`config.mk`:
```
export PLATFORM = sky130hd
export DESIGN_NAME = arpc_ctrl
export DESIGN_NICKNAME = d
export VERILOG_FILES = /design/src/hdl/arpc_pkg.sv /design/src/hdl/arpc_ctrl.sv
export SDC_FILE = /design/constraint.sdc
export NUM_CORES = 1
export LEC_CHECK = 0
export ABC_AREA = 1
export ABC_CLOCK_PERIOD_IN_PS = 2500
export BUFFER_PORTS_ARGS = -buffer_cell sky130_fd_sc_hd__buf_2
export CAP_MARGIN = 0
export CORE_AREA = 2 2 39 41
export CTS_BUF_LIST = sky130_fd_sc_hd__clkbuf_16
export DETAILED_ROUTE_END_ITERATION = 8
export DIE_AREA = 0 0 41 43
export HOLD_SLACK_MARGIN = 0.06
export PLACE_DENSITY = 0.42
export RECOVER_POWER = 100
export SETUP_SLACK_MARGIN = 0.3
export SLEW_MARGIN = 20
export SYNTH_ARGS = -nofsm -noshare
export SYNTH_HDL_FRONTEND = slang
export SYNTH_SLANG_ARGS = --single-unit
```
`constraint.sdc`:
```
create_clock -name clk -period 2.5 [get_ports clk]
set_input_delay 0.125 -clock clk [delete_from_list [all_inputs] [get_ports clk]]
set_output_delay 0.125 -clock clk [all_outputs]
set_load 0.02 [all_outputs]
```
`src/hdl/arpc_pkg.sv`:
```
`timescale 1ns / 1ps
// ----------------------------------------------------------------------------
// arpc_pkg
// Shared widths, status codes, register indexes and record types of the
// ARP cache with aging.
// ----------------------------------------------------------------------------
package arpc_pkg;

  localparam int DEF_ENTRIES = 1024;
  localparam int DEF_IFACES  = 2;

  localparam int IP_W   = 32;
  localparam int MAC_W  = 48;
  localparam int TIME_W = 32;
  localparam int TMO_W  = 16;
  localparam int IDX_W  = 10;
  localparam int DATA_W = 32;
  localparam int ADDR_W = 3;

  localparam logic [TMO_W-1:0] OK_TMO_RST = 16'd60;
  localparam logic [TMO_W-1:0] NG_TMO_RST = 16'd1;

  // register index, taken from paddr[2]
  localparam logic REG_OK_TMO = 1'b0;
  localparam logic REG_NG_TMO = 1'b1;

  // entry status codes
  localparam logic [1:0] ST_FREE = 2'd0;
  localparam logic [1:0] ST_PEND = 2'd1;
  localparam logic [1:0] ST_OK   = 2'd2;

  typedef struct packed {
    logic [1:0]        status;
    logic [IP_W-1:0]   ip;
    logic [MAC_W-1:0]  mac;
    logic [TIME_W-1:0] last_use;
  } entry_t;

  typedef struct packed {
    logic [IDX_W-1:0] entry_index;
    logic             resolved;
    logic [MAC_W-1:0] mac_out;
    logic             added;
    logic             send_arp;
    logic             table_full;
  } result_t;

  typedef struct packed {
    logic load;
    logic first;
    logic scan;
    logic fin;
    logic out_load;
  } cmd_t;

  typedef struct packed {
    logic empty;
    logic hit;
    logic last;
    logic out_free;
  } stat_t;

endpackage

```
`src/hdl/arpc_ctrl.sv`:
```
`timescale 1ns / 1ps
// ----------------------------------------------------------------------------
// arpc_ctrl
// Sequencer of one request: take the beat, scan the table, place a new
// entry, hand the result to the output register.
// ----------------------------------------------------------------------------
module arpc_ctrl (
  input  logic            clk,
  input  logic            rst_n,
  input  logic            in_valid,
  output logic            in_ready,
  input  arpc_pkg::stat_t stat,
  output arpc_pkg::cmd_t  cmd
);

  localparam logic [2:0] S_IDLE  = 3'd0;
  localparam logic [2:0] S_START = 3'd1;
  localparam logic [2:0] S_SCAN  = 3'd2;
  localparam logic [2:0] S_FINAL = 3'd3;
  localparam logic [2:0] S_DONE  = 3'd4;

  logic [2:0] state_r;
  logic [2:0] state_nxt;

  always_comb begin
    state_nxt = state_r;
    cmd       = '0;
    case (state_r)
      S_IDLE: begin
        if (in_valid) begin
          cmd.load  = 1'b1;
          state_nxt = S_START;
        end
      end
      S_START: begin
        cmd.first = 1'b1;
        state_nxt = stat.empty ? S_FINAL : S_SCAN;
      end
      S_SCAN: begin
        cmd.scan = 1'b1;
        if (stat.hit) begin
          state_nxt = S_DONE;
        end else if (stat.last) begin
          state_nxt = S_FINAL;
        end
      end
      S_FINAL: begin
        cmd.fin   = 1'b1;
        state_nxt = S_DONE;
      end
      S_DONE: begin
        if (stat.out_free) begin
          cmd.out_load = 1'b1;
          state_nxt    = S_IDLE;
        end
      end
      default: begin
        state_nxt = S_IDLE;
      end
    endcase
  end

  assign in_ready = (state_r == S_IDLE);

  always_ff @(posedge clk) begin
    if (!rst_n) begin
      state_r <= S_IDLE;
    end else begin
      state_r <= state_nxt;
    end
  end

`ifndef SYNTHESIS
  a_load_starts: assert property (@(posedge clk) disable iff (!rst_n)
    (in_valid && in_ready) |=> (state_r == S_START))
    else $error("accepted beat did not start a scan");

  a_hit_ends_scan: assert property (@(posedge clk) disable iff (!rst_n)
    (state_r == S_SCAN && stat.hit) |=> (state_r == S_DONE))
    else $error("scan went on after a hit");
`endif

endmodule

```
### Word-level counts from Yosys, hierarchy flattened

Index checks and enable logic that the tools add are counted.

* equal/unequal tests: 7
* muxes and demuxes: 13
* reduce and logical (&&, ||, !) cells: 2

Operators by type and width (number)
* 3-bit case mux with 5 select lines: 1
* 3-bit two-way mux: 4
* 1-bit two-way mux: 8
* 3-bit by 2-bit == test with 1-bit output (second input constant): 2
* 2-bit inequality test (second input constant): 2
* 3-bit by 1-bit == test with 1-bit output (second input constant): 1
* 3-bit == test (second input constant): 1
* 3-bit zero test: 1
* 3-bit inequality test (second input constant): 1
* 3-bit AND reduction: 1

* register bits: 3
* input bits: 7
* output and inout bits: 6
* word-level logic and storage cells: 23

### Logic depth before layout (Yosys ltp)

* depth after elaboration: 3
* gate-level depth with buffers: 6
* mapped depth without buffers: 6

### Least setup slack after synthesis

Ideal clock, no wire load.

* kind: reg-to-output
* start: reg state_r[2]
* end: out cmd[0] in the netlist's numbering
* arrival: 1134 ps
* required time: 2375 ps
* slack: 1241 ps
* cell stages (with the launch flop): 3
* path buffers: 0
* path through: dfxtp_1 inv_2 nor4_1

RTL lines
* start, declared: RTL line arpc_ctrl.sv:22 `logic [2:0] state_r;`
* start signal, assigned: RTL line arpc_ctrl.sv:69 `state_r <= state_nxt;`
* end, declared: RTL line arpc_ctrl.sv:13 `output arpc_pkg::cmd_t cmd`

==> impl_metrics.json <==
{
  "synth.distinct_cells": 12,
  "viasPerCell": 3.82,
  "cts_made_buffers": 3,
  "die_h_microns": 43,
  "synth_top_area_share_pct": 28.7,
  "ant_nets": 0,
  "worstPathRequired_ns": 2.38,
  "cts_sinks": 3,
  "antenna_found_initial": 0,
  "finalHoldViolCount": 0,
  "arrival_ns": 1.20,
  "port_buffers": 12,
  "rsz0062_at_grt": "false",
  "io_pins": 13,
  "n_fill_cell": 161,
  "critPathCaptureType": "primary output",
  "core_area_sq_um": 1380,
  "drt_iter0_markers": 9,
  "grt_usage_pct": 8.22,
  "fin_area_sq_um": 358,
  "pre_cts_ws_ns": 1.49,
  "postCtsSetupBuffers": 0,
  "clkTransAtPathRegs_ns": 0.03,
  "synth_area_sq_um": 209,
  "initial_core_util_pct": 15.1,
  "cts_tree": "done",
  "avgRoutedWirePerCell_microns": 8.34,
  "min_period_ns": 1.32,
  "post_synth.cell_area_avg_sq_um": 5.80,
  "post-route-period-util_pct": 52.9,
  "worst-r2r-setup-slack_ns": 1.52,
  "dpl-instance-area_sq_um": 289,
  "htree_levels": 1,
  "setup_violations": 0,
  "worst_slack_ns": 1.18,
  "p_per_area_nw_per_um2": 1210,
  "vdd_drop_max_mv": 0.439,
  "crit_path_max_fanout": 6,
  "multi_input_area_sq_um": 106,
  "grt_pass1_vias": 249,
  "place_inst": 64,
  "yosys_warnings": 0,
  "run_status": "completed",
  "nets": 60,
  "cap_violations": 0,
  "place_congestion": 0.729,
  "critPathKind": "reg -> out",
  "seq_area_sq_um": 60.1,
  "reg.largest.list": "state_r: 3 flops",
  "clk_latency_ns": 0.22,
  "largest_reg_flops": 3,
  "syn-num-nets": 43,
  "synthTopCellsByArea": "dfxtp_1 29%, nand3_1 14%, inv_1 13%",
  "die_w_microns": 41,
  "finalClockSkew_ns": 0.0000351,
  "crit_path_start_kind": "flop",
  "leakagePower_uw": 0.000195,
  "synth_cells": 36,
  "fp.dieArea_sq_um": 1760,
  "yosys.area.top_type": "dfxtp_1",
  "tightestPinTransition_ns": 0.260,
  "synth_seq_area_share_pct": 28.7,
  "drive_gt1_share_pct": 26.9,
  "grt_pass1_wl_microns": 924,
  "max_freq_mhz": 756,
  "dp_hpwl_microns": 412,
  "timing.slew.headroom_pct": 82.8,
  "postCtsHoldBufs": 0,
  "ys_seq_elements": 3,
  "drv_slew": 0,
  "grt-ovfl-total": 0,
  "row_count": 14,
  "num_vias": 260,
  "diodes": 0,
  "drtPass1Iterations": 3,
  "grt_start_max_net_pins": 7,
  "clockBufferDepth": 2,
  "routed_wl_microns": 567,
  "hp-class": "in -> reg",
  "drc": 0,
  "fin_cells": 68,
  "cts_resized": 0,
  "tns_ns": 0,
  "area_growth_pct": 71.3,
  "max_flop_register": "state_r",
  "cts_root_buf": "clkbuf_16"
}
[worst max-delay path, cell delays in order, from the launching register on]
cell and delay [ns]:
dfxtp_1 0.35, nor2_1 0.17, nand2_1 0.13, nor2_1 0.10, clkbuf_1 0.23
[final cells by class]
| cell class | count | area share [%] |
|---|---|---|
| inverters | 10 | 10.5 |
| clock inverters | 1 | 1.05 |
| clock buffers | 3 | 21.0 |
| repair buffers | 12 | 15.4 |
| flip-flops and latches | 3 | 16.8 |
| multi-input cells | 23 | 29.7 |
| well taps | 16 | 5.59 |
[power breakdown]
group / internal [uW] / total [uW] / switching, uW
logic: 36.5 / 112 / 75.8
clock network: 206 / 251 / 45.1
registers: 57.6 / 70.6 / 13.0
[routing by layer]
layer / vias up / share of wire [%] / track usage [%]
met1: 107 / 47 / 9.58
met3: 2 / 8.8 / 4.71
met2: 10 / 43 / 10.6
met4: 0 / 1.8 / 6.00
li1: 141 / - / -
met5: - / 0 / 0
[cell usage after synthesis, drive strengths merged]
cell type and instances:
inv 10, nor2 7, nand3 6, nand2 4, dfxtp 3, a21oi 2
nor3 1, nor4 1, o21ai 1, or2 1
[cells by family after synthesis]
group           share of synthesized area (%)
compound gates                           7.18
flops                                    28.7
buf+inv                                  18.0
simple gates                             46.1
[through the flow]
step / hold slack [ns] / utilization, % / power [uW]
after CTS: 0.150 / 26.6 / 447
final: 0.150 / 25.9 / 434
after detailed placement: 0.380 / 20.9 / 192
after floorplan: 0.284 / - / 156
after global placement: 0.390 / 20.9 / 195
after global routing: 0.173 / 25.9 / 460
[final timing paths]
check | from | to | cells after the start
setup reg to reg | state_r[0]$_SDFFE_PN0P_ | state_r[0]$_SDFFE_PN0P_ | 6
hold reg to reg | state_r[0]$_SDFFE_PN0P_ | state_r[1]$_SDFFE_PN0P_ | 2
hold / removal | rst_n | state_r[0]$_SDFFE_PN0P_ | 3
setup / recovery | state_r[0]$_SDFFE_PN0P_ | cmd[4] | 4
[cells in the final DEF (no fill, tap or decap)]
master / count
a21oi_1: 2
buf_2: 8
clkbuf_1: 4
clkbuf_16: 3
dfxtp_1: 3
inv_1: 10
inv_2: 1
nand2_1: 4
nand3_1: 6
nor2_1: 6
nor2_2: 1
nor3_1: 1
nor4_1: 1
o21ai_0: 1
or2_2: 1
(Power assumes the default switching activity.)
